[config.mk]
export PLATFORM = sky130hd
export DESIGN_NAME = sample_block_statistics_core
export DESIGN_NICKNAME = d
export VERILOG_FILES = /design/src/rtl/sbs_pkg.sv /design/src/rtl/sbs_ctrl.sv /design/src/rtl/sbs_dpath.sv /design/src/rtl/sample_block_statistics_core.sv
export VERILOG_INCLUDE_DIRS = /design/src /design/src/rtl
export SDC_FILE = /design/constraint.sdc
export NUM_CORES = 2
export LEC_CHECK = 0
export ABC_AREA = 1
export BUFFER_PORTS_ARGS = -buffer_cell sky130_fd_sc_hd__buf_2
export CORE_ASPECT_RATIO = 1.4
export CORE_UTILIZATION = 60
export CTS_CLUSTER_SIZE = 20
export DETAILED_ROUTE_END_ITERATION = 6
export PLACE_DENSITY = 0.76
export SYNTH_ARGS = -nofsm -noshare
export SYNTH_HDL_FRONTEND = slang
export SYNTH_SLANG_ARGS = --single-unit
[constraint.sdc]
create_clock -name clk -period 10.27 [get_ports clk]
set_clock_uncertainty 0.2 [all_clocks]
set_input_delay 0.5135 -clock clk [delete_from_list [all_inputs] [get_ports clk]]
set_output_delay 0.5135 -clock clk [all_outputs]
set_load 0.03 [all_outputs]
[src/rtl/sample_block_statistics_core_defines.svh]
// assertion macros for the sample block statistics core
// used by sbs_ctrl and sbs_dpath; expects clk and rst_n in scope
`ifndef SAMPLE_BLOCK_STATISTICS_CORE_DEFINES_SVH
`define SAMPLE_BLOCK_STATISTICS_CORE_DEFINES_SVH

`ifndef SYNTHESIS
// consequence must hold in the same cycle as the antecedent
`define SBS_ASSERT_NOW(lbl, ante, cons) \
  lbl: assert property (@(posedge clk) disable iff (!rst_n) (ante) |-> (cons)) \
    else $error("sample block statistics: assertion failed");
// consequence must hold in the cycle after the antecedent
`define SBS_ASSERT_NEXT(lbl, ante, cons) \
  lbl: assert property (@(posedge clk) disable iff (!rst_n) (ante) |=> (cons)) \
    else $error("sample block statistics: assertion failed");
`else
`define SBS_ASSERT_NOW(lbl, ante, cons)
`define SBS_ASSERT_NEXT(lbl, ante, cons)
`endif

`endif

[src/rtl/sbs_pkg.sv]
// shared types and constants for the sample block statistics core
// no dependencies
package sbs_pkg;

  // result field widths
  localparam int COUNT_FIELD_W = 13;
  localparam int VALUE_FIELD_W = 16;
  localparam int OUT_PAD_W     = 3;
  localparam int OUT_TDATA_W   = COUNT_FIELD_W + 4 * VALUE_FIELD_W + OUT_PAD_W;

  // result word, last field (sample_count) in the lowest bits
  typedef struct packed {
    logic [OUT_PAD_W-1:0]     pad;
    logic [VALUE_FIELD_W-1:0] std_dev;
    logic [VALUE_FIELD_W-1:0] mean;
    logic [VALUE_FIELD_W-1:0] maximum;
    logic [VALUE_FIELD_W-1:0] minimum;
    logic [COUNT_FIELD_W-1:0] sample_count;
  } sbs_result_t;

  // commands from controller to datapath
  typedef struct packed {
    logic accum;          // take one sample into the accumulators
    logic mul_load_n;     // start count * sum of squares
    logic mul_load_s;     // start subtraction of sum squared
    logic mul_step;       // one shift-add step
    logic sqrt_load;      // clear root and remainder
    logic sqrt_step;      // one root digit
    logic div_load_sd;    // divide root by count
    logic div_load_mean;  // divide sum magnitude by count
    logic div_step;       // one quotient bit
    logic sd_save;        // keep deviation quotient
    logic out_load;       // fill output register, clear burst
  } sbs_cmd_t;

  // status from datapath to controller
  typedef struct packed {
    logic ovf;
  } sbs_stat_t;

  // controller states
  typedef enum logic [10:0] {
    ST_ACCUM     = 11'b000_0000_0001,
    ST_START     = 11'b000_0000_0010,
    ST_MUL_N     = 11'b000_0000_0100,
    ST_LOAD_S    = 11'b000_0000_1000,
    ST_MUL_S     = 11'b000_0001_0000,
    ST_SQRT      = 11'b000_0010_0000,
    ST_LOAD_SD   = 11'b000_0100_0000,
    ST_DIV_SD    = 11'b000_1000_0000,
    ST_LOAD_MEAN = 11'b001_0000_0000,
    ST_DIV_MEAN  = 11'b010_0000_0000,
    ST_DONE      = 11'b100_0000_0000
  } sbs_state_t;

endpackage

[src/rtl/sbs_ctrl.sv]
// controller state machine for the sample block statistics core
// depends on sbs_pkg and the core defines header
`include "sample_block_statistics_core_defines.svh"

module sbs_ctrl #(
  parameter int SHORT_STEPS = 13,
  parameter int LONG_STEPS  = 29
) (
  input  logic              clk,
  input  logic              rst_n,
  input  logic              in_tvalid,
  input  logic              in_tlast,
  output logic              in_tready,
  output logic              out_tvalid,
  input  logic              out_tready,
  output sbs_pkg::sbs_cmd_t cmd,
  input  sbs_pkg::sbs_stat_t stat
);
  import sbs_pkg::*;

  localparam int STEP_W = $clog2(LONG_STEPS);

  sbs_state_t        state_r, state_nxt;
  logic [STEP_W-1:0] step_r, step_nxt;
  logic              out_valid_r, out_valid_nxt;

  // next state and command decode
  always_comb begin
    state_nxt     = state_r;
    step_nxt      = step_r;
    out_valid_nxt = out_valid_r & ~out_tready;
    cmd           = '0;
    case (state_r)
      ST_ACCUM: begin
        cmd.accum = in_tvalid;
        if (in_tvalid && in_tlast) begin
          state_nxt = ST_START;
        end
      end
      ST_START: begin
        if (stat.ovf) begin
          state_nxt = ST_DONE;
        end else begin
          cmd.mul_load_n = 1'b1;
          step_nxt       = STEP_W'(SHORT_STEPS - 1);
          state_nxt      = ST_MUL_N;
        end
      end
      ST_MUL_N: begin
        cmd.mul_step = 1'b1;
        step_nxt     = step_r - 1'b1;
        if (step_r == '0) begin
          state_nxt = ST_LOAD_S;
        end
      end
      ST_LOAD_S: begin
        cmd.mul_load_s = 1'b1;
        cmd.sqrt_load  = 1'b1;
        step_nxt       = STEP_W'(LONG_STEPS - 1);
        state_nxt      = ST_MUL_S;
      end
      ST_MUL_S: begin
        cmd.mul_step = 1'b1;
        step_nxt     = step_r - 1'b1;
        if (step_r == '0) begin
          step_nxt  = STEP_W'(LONG_STEPS - 1);
          state_nxt = ST_SQRT;
        end
      end
      ST_SQRT: begin
        cmd.sqrt_step = 1'b1;
        step_nxt      = step_r - 1'b1;
        if (step_r == '0) begin
          state_nxt = ST_LOAD_SD;
        end
      end
      ST_LOAD_SD: begin
        cmd.div_load_sd = 1'b1;
        step_nxt        = STEP_W'(LONG_STEPS - 1);
        state_nxt       = ST_DIV_SD;
      end
      ST_DIV_SD: begin
        cmd.div_step = 1'b1;
        step_nxt     = step_r - 1'b1;
        if (step_r == '0) begin
          state_nxt = ST_LOAD_MEAN;
        end
      end
      ST_LOAD_MEAN: begin
        cmd.sd_save       = 1'b1;
        cmd.div_load_mean = 1'b1;
        step_nxt          = STEP_W'(LONG_STEPS - 1);
        state_nxt         = ST_DIV_MEAN;
      end
      ST_DIV_MEAN: begin
        cmd.div_step = 1'b1;
        step_nxt     = step_r - 1'b1;
        if (step_r == '0) begin
          state_nxt = ST_DONE;
        end
      end
      ST_DONE: begin
        if (!out_valid_r || out_tready) begin
          cmd.out_load  = 1'b1;
          out_valid_nxt = 1'b1;
          state_nxt     = ST_ACCUM;
        end
      end
      default: begin
        state_nxt = ST_ACCUM;
      end
    endcase
  end

  // control registers
  always_ff @(posedge clk) begin
    if (!rst_n) begin
      state_r     <= ST_ACCUM;
      step_r      <= '0;
      out_valid_r <= 1'b0;
    end else begin
      state_r     <= state_nxt;
      step_r      <= step_nxt;
      out_valid_r <= out_valid_nxt;
    end
  end

  assign in_tready  = (state_r == ST_ACCUM);
  assign out_tvalid = out_valid_r;

  // a marked sample always starts the result sequence
  `SBS_ASSERT_NEXT(a_last_starts, cmd.accum && in_tlast, state_r == ST_START)
  // a waiting result is never overwritten
  `SBS_ASSERT_NOW(a_no_overwrite, out_valid_r && !out_tready, !cmd.out_load)
  // after a result is loaded the block is back to taking samples
  `SBS_ASSERT_NEXT(a_done_exits, cmd.out_load, out_valid_r && state_r == ST_ACCUM)

endmodule

[src/rtl/sbs_dpath.sv]
// datapath of the sample block statistics core: accumulators, shared
// bit-serial multiplier, square root and divider, output register
// depends on sbs_pkg and the core defines header
`include "sample_block_statistics_core_defines.svh"

module sbs_dpath #(
  parameter int MAX_SAMPLES = 4096,
  parameter int SAMPLE_BITS = 16,
  parameter int IN_TDATA_W  = 16
) (
  input  logic                             clk,
  input  logic                             rst_n,
  input  logic [IN_TDATA_W-1:0]            in_tdata,
  input  sbs_pkg::sbs_cmd_t                cmd,
  output sbs_pkg::sbs_stat_t               stat,
  output logic [sbs_pkg::OUT_TDATA_W-1:0]  out_tdata,
  output logic                             out_tuser
);
  import sbs_pkg::*;

  localparam int CNT_W  = $clog2(MAX_SAMPLES + 1);
  localparam int SUM_W  = SAMPLE_BITS + CNT_W;
  localparam int SQ_W   = 2 * SAMPLE_BITS + CNT_W;
  localparam int VAR_W  = 2 * SUM_W;
  localparam int ROOT_W = SUM_W;
  localparam int DIV_W  = SUM_W;

  // burst accumulators
  logic        [CNT_W-1:0]       count_r, count_nxt;
  logic signed [SUM_W-1:0]       sum_r, sum_nxt;
  logic        [SQ_W-1:0]        sumsq_r, sumsq_nxt;
  logic signed [SAMPLE_BITS-1:0] min_r, min_nxt;
  logic signed [SAMPLE_BITS-1:0] max_r, max_nxt;
  logic                          ovf_r, ovf_nxt;

  // shared working registers
  logic [VAR_W-1:0]  acc_r, acc_nxt;
  logic [VAR_W-1:0]  mcand_r, mcand_nxt;
  logic [SUM_W-1:0]  mplier_r, mplier_nxt;
  logic              sub_r, sub_nxt;
  logic [ROOT_W-1:0] root_r, root_nxt;
  logic [ROOT_W+1:0] srem_r, srem_nxt;
  logic [DIV_W-1:0]  dvd_r, dvd_nxt;
  logic [CNT_W-1:0]  drem_r, drem_nxt;
  logic [VALUE_FIELD_W-1:0] sd_r, sd_nxt;
  sbs_result_t       res_r, res_nxt;
  logic              res_ovf_r, res_ovf_nxt;

  logic signed [SAMPLE_BITS-1:0]   sample;
  logic signed [2*SAMPLE_BITS-1:0] sample_sq;
  logic [SUM_W-1:0]  abs_sum;
  logic [ROOT_W+1:0] sq_shift, sq_trial;
  logic              sq_ge;
  logic [CNT_W:0]    dv_shift;
  logic              dv_ge;
  logic [DIV_W:0]    q_mag;
  logic signed [DIV_W:0] mean_full;

  assign sample    = $signed(in_tdata[SAMPLE_BITS-1:0]);
  assign sample_sq = sample * sample;
  assign abs_sum   = sum_r[SUM_W-1] ? $unsigned(-sum_r) : $unsigned(sum_r);

  // clear on result load; else accumulate one sample, dropping it and flagging overflow once the burst is full
  always_comb begin
    count_nxt = count_r;
    sum_nxt   = sum_r;
    sumsq_nxt = sumsq_r;
    min_nxt   = min_r;
    max_nxt   = max_r;
    ovf_nxt   = ovf_r;
    if (cmd.out_load) begin
      count_nxt = '0;
      sum_nxt   = '0;
      sumsq_nxt = '0;
      ovf_nxt   = 1'b0;
    end else if (cmd.accum) begin
      if (count_r >= CNT_W'(MAX_SAMPLES)) begin
        ovf_nxt = 1'b1;
      end else begin
        if (count_r == '0) begin
          min_nxt = sample;
          max_nxt = sample;
        end else begin
          if (sample < min_r) min_nxt = sample;
          if (sample > max_r) max_nxt = sample;
        end
        sum_nxt   = sum_r + SUM_W'(sample);
        sumsq_nxt = sumsq_r + SQ_W'($unsigned(sample_sq));
        count_nxt = count_r + 1'b1;
      end
    end
  end

  // root step: bring down two bits, try the next digit
  assign sq_shift = {srem_r[ROOT_W-1:0], acc_r[VAR_W-1 -: 2]};
  assign sq_trial = {root_r, 2'b01};
  assign sq_ge    = (sq_shift >= sq_trial);

  // divide step: bring down one bit, compare with count
  assign dv_shift = {drem_r, dvd_r[DIV_W-1]};
  assign dv_ge    = (dv_shift >= {1'b0, count_r});

  // multiplier, root and divider sequencing
  always_comb begin
    acc_nxt    = acc_r;
    mcand_nxt  = mcand_r;
    mplier_nxt = mplier_r;
    sub_nxt    = sub_r;
    root_nxt   = root_r;
    srem_nxt   = srem_r;
    dvd_nxt    = dvd_r;
    drem_nxt   = drem_r;
    sd_nxt     = sd_r;
    // variance numerator: count * sum_sq - sum * sum
    if (cmd.mul_load_n) begin
      acc_nxt    = '0;
      mcand_nxt  = VAR_W'(sumsq_r);
      mplier_nxt = SUM_W'(count_r);
      sub_nxt    = 1'b0;
    end else if (cmd.mul_step) begin
      if (mplier_r[0]) begin
        acc_nxt = sub_r ? (acc_r - mcand_r) : (acc_r + mcand_r);
      end
      mcand_nxt  = mcand_r << 1;
      mplier_nxt = mplier_r >> 1;
    end else if (cmd.sqrt_step) begin
      acc_nxt = acc_r << 2;
    end
    if (cmd.mul_load_s) begin
      mcand_nxt  = VAR_W'(abs_sum);
      mplier_nxt = abs_sum;
      sub_nxt    = 1'b1;
    end
    // integer square root, one digit a cycle
    if (cmd.sqrt_load) begin
      root_nxt = '0;
      srem_nxt = '0;
    end else if (cmd.sqrt_step) begin
      srem_nxt = sq_ge ? (sq_shift - sq_trial) : sq_shift;
      root_nxt = {root_r[ROOT_W-2:0], sq_ge};
    end
    // restoring divider by the count
    if (cmd.div_load_sd) begin
      dvd_nxt  = root_r;
      drem_nxt = '0;
    end else if (cmd.div_load_mean) begin
      dvd_nxt  = abs_sum;
      drem_nxt = '0;
    end else if (cmd.div_step) begin
      drem_nxt = dv_ge ? CNT_W'(dv_shift - {1'b0, count_r}) : dv_shift[CNT_W-1:0];
      dvd_nxt  = {dvd_r[DIV_W-2:0], dv_ge};
    end
    if (cmd.sd_save) begin
      sd_nxt = VALUE_FIELD_W'(dvd_r);
    end
  end

  // floor mean: round the magnitude up for a negative sum with remainder
  assign q_mag     = {1'b0, dvd_r} + (DIV_W + 1)'(sum_r[SUM_W-1] && (drem_r != '0));
  assign mean_full = sum_r[SUM_W-1] ? -$signed(q_mag) : $signed(q_mag);

  // result word
  always_comb begin
    res_nxt     = res_r;
    res_ovf_nxt = res_ovf_r;
    if (cmd.out_load) begin
      res_nxt              = '0;
      res_nxt.sample_count = COUNT_FIELD_W'(count_r);
      res_ovf_nxt          = ovf_r;
      if (!ovf_r) begin
        res_nxt.minimum = VALUE_FIELD_W'(min_r);
        res_nxt.maximum = VALUE_FIELD_W'(max_r);
        res_nxt.mean    = VALUE_FIELD_W'(mean_full);
        res_nxt.std_dev = sd_r;
      end
    end
  end

  // accumulator registers with reset
  always_ff @(posedge clk) begin
    if (!rst_n) begin
      count_r <= '0;
      sum_r   <= '0;
      sumsq_r <= '0;
      ovf_r   <= 1'b0;
    end else begin
      count_r <= count_nxt;
      sum_r   <= sum_nxt;
      sumsq_r <= sumsq_nxt;
      ovf_r   <= ovf_nxt;
    end
  end

  // payload registers
  always_ff @(posedge clk) begin
    min_r     <= min_nxt;
    max_r     <= max_nxt;
    acc_r     <= acc_nxt;
    mcand_r   <= mcand_nxt;
    mplier_r  <= mplier_nxt;
    sub_r     <= sub_nxt;
    root_r    <= root_nxt;
    srem_r    <= srem_nxt;
    dvd_r     <= dvd_nxt;
    drem_r    <= drem_nxt;
    sd_r      <= sd_nxt;
    res_r     <= res_nxt;
    res_ovf_r <= res_ovf_nxt;
  end

  assign stat.ovf  = ovf_r;
  assign out_tdata = res_r;
  assign out_tuser = res_ovf_r;

  // count saturates at the burst limit
  `SBS_ASSERT_NOW(a_count_bound, 1'b1, count_r <= CNT_W'(MAX_SAMPLES))
  // overflow only ever seen with a full burst
  `SBS_ASSERT_NOW(a_ovf_full, ovf_r, count_r == CNT_W'(MAX_SAMPLES))
  // running extremes stay ordered once a sample is in
  `SBS_ASSERT_NEXT(a_min_le_max, cmd.accum, min_r <= max_r)

endmodule

[src/rtl/sample_block_statistics_core.sv]
// top level of the sample block statistics core
// depends on sbs_pkg, sbs_ctrl and sbs_dpath

// Takes a burst of signed Q8.8 samples at one per cycle, the last marked
// with in_tlast, and returns one word with count, minimum, maximum, floor
// mean and floor population standard deviation; out_tuser flags a burst
// longer than MAX_SAMPLES, in which case only the count is meaningful.
// After the marked sample in_tready stays low until the result is loaded
// into the output register; the result is computed by one shared
// bit-serial multiplier, a digit-serial square root and a one-bit-per-cycle
// divider used twice, and an overflowed burst skips that arithmetic.
// The result sits in an output register, so the next burst is accumulated
// while it waits; only the next result waits for it to be taken.
module sample_block_statistics_core #(
  parameter int MAX_SAMPLES = 4096,
  parameter int SAMPLE_BITS = 16,
  localparam int IN_TDATA_W = ((SAMPLE_BITS + 7) / 8) * 8
) (
  input  logic                            clk,
  input  logic                            rst_n,
  input  logic                            in_tvalid,
  output logic                            in_tready,
  input  logic [IN_TDATA_W-1:0]           in_tdata,   // sample
  input  logic                            in_tlast,
  output logic                            out_tvalid,
  input  logic                            out_tready,
  // sample_count, minimum, maximum, mean, std_dev, zero pad
  output logic [sbs_pkg::OUT_TDATA_W-1:0] out_tdata,
  output logic                            out_tuser   // overflow
);
  import sbs_pkg::*;

  localparam int CNT_W = $clog2(MAX_SAMPLES + 1);

  sbs_cmd_t  cmd;
  sbs_stat_t stat;

  // sequencer
  sbs_ctrl #(
    .SHORT_STEPS (CNT_W),
    .LONG_STEPS  (SAMPLE_BITS + CNT_W)
  ) u_ctrl (
    .clk        (clk),
    .rst_n      (rst_n),
    .in_tvalid  (in_tvalid),
    .in_tlast   (in_tlast),
    .in_tready  (in_tready),
    .out_tvalid (out_tvalid),
    .out_tready (out_tready),
    .cmd        (cmd),
    .stat       (stat)
  );

  // arithmetic and result register
  sbs_dpath #(
    .MAX_SAMPLES (MAX_SAMPLES),
    .SAMPLE_BITS (SAMPLE_BITS),
    .IN_TDATA_W  (IN_TDATA_W)
  ) u_dpath (
    .clk       (clk),
    .rst_n     (rst_n),
    .in_tdata  (in_tdata),
    .cmd       (cmd),
    .stat      (stat),
    .out_tdata (out_tdata),
    .out_tuser (out_tuser)
  );

endmodule
== Yosys cells after proc, flatten, opt, wreduce, memory -nomap -nowiden ==
Cells that the tools add are included.
Storage, ports and cells
  register bits after elaboration: 477
  bits of input ports: 21
  output and inout port bits: 83
  word-level logic and storage cells: 142
Operators by class
  add/sub/neg operators: 11
  multipliers: 1
  $lt $le $gt $ge: 5
  equal/unequal tests: 20
  multiplexer cells: 46
  bitwise logic cells: 5
  reductions and logical operators: 28
Operators with widths (number)
  two-way mux 29 bit: 9
  two-way mux 58 bit: 4
  case mux 11 bit (11 select lines): 1
  two-way mux 45 bit: 2
  two-way mux 11 bit: 8
  two-way mux 16 bit: 5
  adder 58 bit: 1
  subtractor 58 bit: 1
  adder 45 x 32 -> 45 bit: 1
  multiplier 16 x 16 -> 32 bit: 1
  >= comparator 31 bit: 1
  adder 29 x 16 -> 29 bit: 1
  negator 29 bit: 1
  subtractor 29 bit: 1
  case mux 5 bit (4 select lines): 1
  adder 16 x 1 -> 16 bit: 1
  > comparator 16 bit: 1
  less-than comparator 16 bit: 1
  inequality test 2 x 1 -> 1 bit, second input constant: 8
  negator 16 bit: 1
  >= comparator 14 x 13 -> 1 bit: 1
  adder 13 x 1 -> 13 bit, second input constant: 1
  >= comparator 13 bit, second input constant: 1
  zero test 13 bit: 1
  33 further kinds: 62

== Logic depth before layout (Yosys ltp) ==
  word-level depth: 6
  depth in mapped cells: 41

== By module ==
Synthesis repeated with hierarchy kept, for this count alone.
Unflattened totals
  cell total of the unflattened synthesis: 6358
  area, all modules: 44328.8 um^2
By module, submodules not included
  sbs_dpath: instances 1, cells each 6136, area an instance 43000.0 um^2, sequential area each 11340.9 um^2
  sbs_ctrl: instances 1, cells each 222, area an instance 1328.8 um^2, sequential area each 340.3 um^2

== Least setup slack after synthesis ==
Ideal clock, no wire load.
  path kind: input -> register
  from: input in_tdata[1]
  to: register u_dpath.sumsq_r[42]
  library setup time: 113 ps
  data arrival time: 7356 ps
  data required time: 9957 ps
  slack: 2601 ps
  stages on the path: 36
  cell sequence: clkbuf_1 -> clkbuf_1 -> nand2_1 -> inv_1 -> fa_1 -> inv_1 -> fa_1 -> inv_1 -> fa_1 -> fa_1 -> fa_1 -> inv_1 -> fa_1 -> inv_1 -> ha_1 -> nand2_1 -> nor2_1 -> and3_1 -> nand3_1 -> nand3_1 -> a21o_1 -> nand2_1 -> inv_1 -> nor2_1 -> nand2_1 -> nand2_1 -> ha_1 -> nand2_1 -> nor2_1 -> inv_1 -> nor4_1 -> o21ai_0 -> nand3_1 -> nand3_1 -> nor2_1 -> nor2_1
On the way
  cells in the longest elaborated chain, start to end: 2
RTL lines
  from (decl): line sample_block_statistics_core.sv:23  | input logic [IN_TDATA_W-1:0] in_tdata,
  multiplier 16 x 16 -> 32 bit: line sbs_dpath.sv:60  | assign sample_sq = sample * sample;
  adder 45 x 32 -> 45 bit: line sbs_dpath.sv:88  | sumsq_nxt = sumsq_r + SQ_W'($unsigned(sample_sq));
  to (signal assigned): line sbs_dpath.sv:189  | sumsq_r <= sumsq_nxt;
  to (decl): line sbs_dpath.sv:31  | logic [SQ_W-1:0] sumsq_r, sumsq_nxt;
Every way passes these cells.
A chain may end at the register's enable or synchronous reset.

== Final worst setup path ==
  from: input in_tdata[15]
  to: register u_dpath.sumsq_r[31]
The elaborated chain is that of the path after synthesis.

==> metrics.cfg <==
[sta]
tightest_slew_ps=1192
min_period_ps=8034
setup_violations=0
setup_tns_ps=0
slew_viol_final=0
fmax_ghz=0.1245
slew_headroom=0.1947
rsz0062_at_grt=false
fin_crit_sh=0.7823
final_hold_viol_count=0

[cts]
clkSinkCount=477
cts_max_level=2
postCtsHoldBufs=1
clk_pin_slew_worst_paths_ps=60
numCtsBuffers=52
post-cts-setup-buffers=0
worstSkewPairLatency_ps=620
root_buffer=clkbuf_16
postCtsResizedCells=0
clock_path_buffers=3
cts_tree=built

[job]
maxCapViolations=0

[logic_synthesis]
synthCells=6293
yosysSeqAreaShare=0.2653
synth_top_area_cell=edfxtp_1
avgSynthCellArea_um2=6.997
synth_seq_cells=477
async_flop_share=0
synth_most_common_cell=nand2_1
synth_edf_count=213
synth.distinct_cells=65
synth_flop_cell=dfxtp_1
syn_area_um2=44030
synth_area_leaders=edfxtp_1 (15%), nand2_1 (13%), dfxtp_1 (12%)
synth_warnings=0
synth_top_area_frac=0.1453
synthTopCellsByCount=nand2_1 (1509), inv_1 (1149), nor2_1 (568), a21oi_1 (443), o21ai_0 (411)

[critical_path]
slowest_stage=fa_1
reg2reg_setup_slack_ps=4590
max_stage_delay_ps=550
r2r-start=u_dpath.mcand_r[0]$_DFFE_PP_
r2r_end=u_dpath.acc_r[50]$_SDFFE_PP0P_
ff2ff_path_depth=21
path_max_fanout=23
critPathCaptureType=flip-flop
cp.arrival_ps=8350
worstSetupStartpointType=primary input
path_class=in2reg
cpMostUsedCell=inv_1
critPathRequiredTime_ps=10590

[detailed_routing]
drt-total-wl_um=142200
dr.first_iter.drc_count=3233
dr.max_layer_used=met5
wl_met1_um=52070
viasPerCell=5.687
wl_met3_um=7412
drtAntennaViolNets=0
met2_length_um=70330
drcViolationCount=0
wire_per_inst_um=19.50
num_vias=41480
drt_pre_antenna_iters=6

[global_route]
grt_antenna_before_repair=3
grt_max_degree=113
grt_usage=0.3795
grt.overflow.total=0
grt_pass1_wl_um=218000
grt_pass1_vias=40400

[cells_and_area]
final_nets=6852
antenna_cells=0
syn_to_final_growth_pct=6.226
layout-drive-gt1-share=0.04905
fill_cells=6818

[floorplan]
dieArea_um2=74490
start_util=0.6064
die-height_um=322.5
die_w_um=231.0
num_rows=117
core_area_um2=72610
io_pins=104

[min_path]
hold_end=u_ctrl.out_tvalid$_SDFF_PN0_
hold_path_depth=4
holdCritPathClass=in2reg
worstHoldStart=out_tready

[placement]
dp_hpwl_um=112700
globalplace.congestion=1.106
io_buffers=100

[status]
status=complete, no violations

## layer usage
layer | up-vias | global-route usage
met1 | 19490 | 0.4044
li1 | 20130 | -
met4 | 6 | 0.2932
met5 | - | 0
met2 | 1383 | 0.6768
met3 | 474 | 0.05030
## sequential cells by signal, indices dropped and copies added (netlist names), 11 cells and up
register,cells
u_dpath.mcand_r,58
u_dpath.srem_r,29
u_dpath.max_r,16
u_dpath.sd_r,16
u_dpath.count_r,13
u_dpath.sum_r,29
u_dpath.mplier_r,29
u_dpath.root_r,29
u_ctrl.state_r,11
u_dpath.sumsq_r,45
u_dpath.drem_r,13
u_dpath.min_r,16
u_dpath.out_tdata,77
u_dpath.dvd_r,29
u_dpath.acc_r,58
## layout make-up
class	count	area [um^2]	area share
well taps	952	1191	0.02547
clock buffers	59	1349	0.02884
multi-input cells	4473	27180	0.5812
repair buffers	127	705.7	0.01509
inverters	1169	4389	0.09384
clock inverters	36	272.8	0.005831
flip-flops and latches	477	11680	0.2498
## logic make-up after synthesis
logic type | Yosys count | synth area share
xor+xnor | 180 | 0.03597
fa+ha+maj | 531 | 0.1918
simple gates | 2646 | 0.2506
compound gates | 1111 | 0.1378
mux | 2 | 0.0004547
flops | 477 | 0.2653
buf+inv | 1345 | 0.1179
other cells | 1 | 0.00008516
## worst max-delay path by stage
stage            startpoint                          endpoint  slack [ps]  cells past startpoint
2_1_floorplan   in_tdata[1]  u_dpath.sumsq_r[42]$_SDFFE_PP0P_        2600                     36
3_3_place_gp   in_tdata[15]  u_dpath.sumsq_r[31]$_SDFFE_PP0P_        1620                     32
3_5_place_dp   in_tdata[15]  u_dpath.sumsq_r[27]$_SDFFE_PP0P_        1690                     32
4_1_cts        in_tdata[15]  u_dpath.sumsq_r[42]$_SDFFE_PP0P_        2340                     32
5_1_grt         in_tdata[1]  u_dpath.sumsq_r[42]$_SDFFE_PP0P_        1780                     36
6_report       in_tdata[15]  u_dpath.sumsq_r[31]$_SDFFE_PP0P_        2240                     32
## stage by stage
step | hold WS (ps) | instances | setup slack (ps) | util | area, um^2
after floorplan | 206.4 | 6295 | 2601 | - | 44040
after global placement | 217.8 | 7197 | 1624 | 0.6217 | 45140
after detailed placement | 223.1 | 7197 | 1694 | 0.6217 | 45140
after CTS | 5.274 | 7293 | 2337 | 0.6442 | 46770
after global routing | 96.24 | 7293 | 1775 | 0.6442 | 46770
final | 50.61 | 7293 | 2236 | 0.6442 | 46770
## cell usage in the layout (no fill, tap or decap), types with 15 or more instances in the layout
cell type	count
fa_1	240
nor2_1	567
o21ai_0	411
o21bai_1	33
a21oi_1	443
buf_4	26
edfxtp_1	213
nor3_1	75
inv_1	1147
ha_1	291
o21a_1	17
nand3_1	297
xor2_1	134
nor4_1	20
dfxtp_1	263
inv_2	16
o21ai_1	54
o221ai_1	15
nand2_1	1508
clkbuf_16	53
buf_2	100
o211ai_1	43
nand4_1	85
xnor2_1	45
a31oi_1	25
or2_2	27
a21o_1	28
## critical path, delay by kind of cell
family	cells	cell delay [ps]
fa+ha+maj	8	3790
simple gates	10	1710
buf+inv	9	1250
compound gates	4	850
xor+xnor	1	190
Power is left out: the tool's default activity adds up to more than one toggle a clock period on the data nets, which glitch-free logic cannot reach.
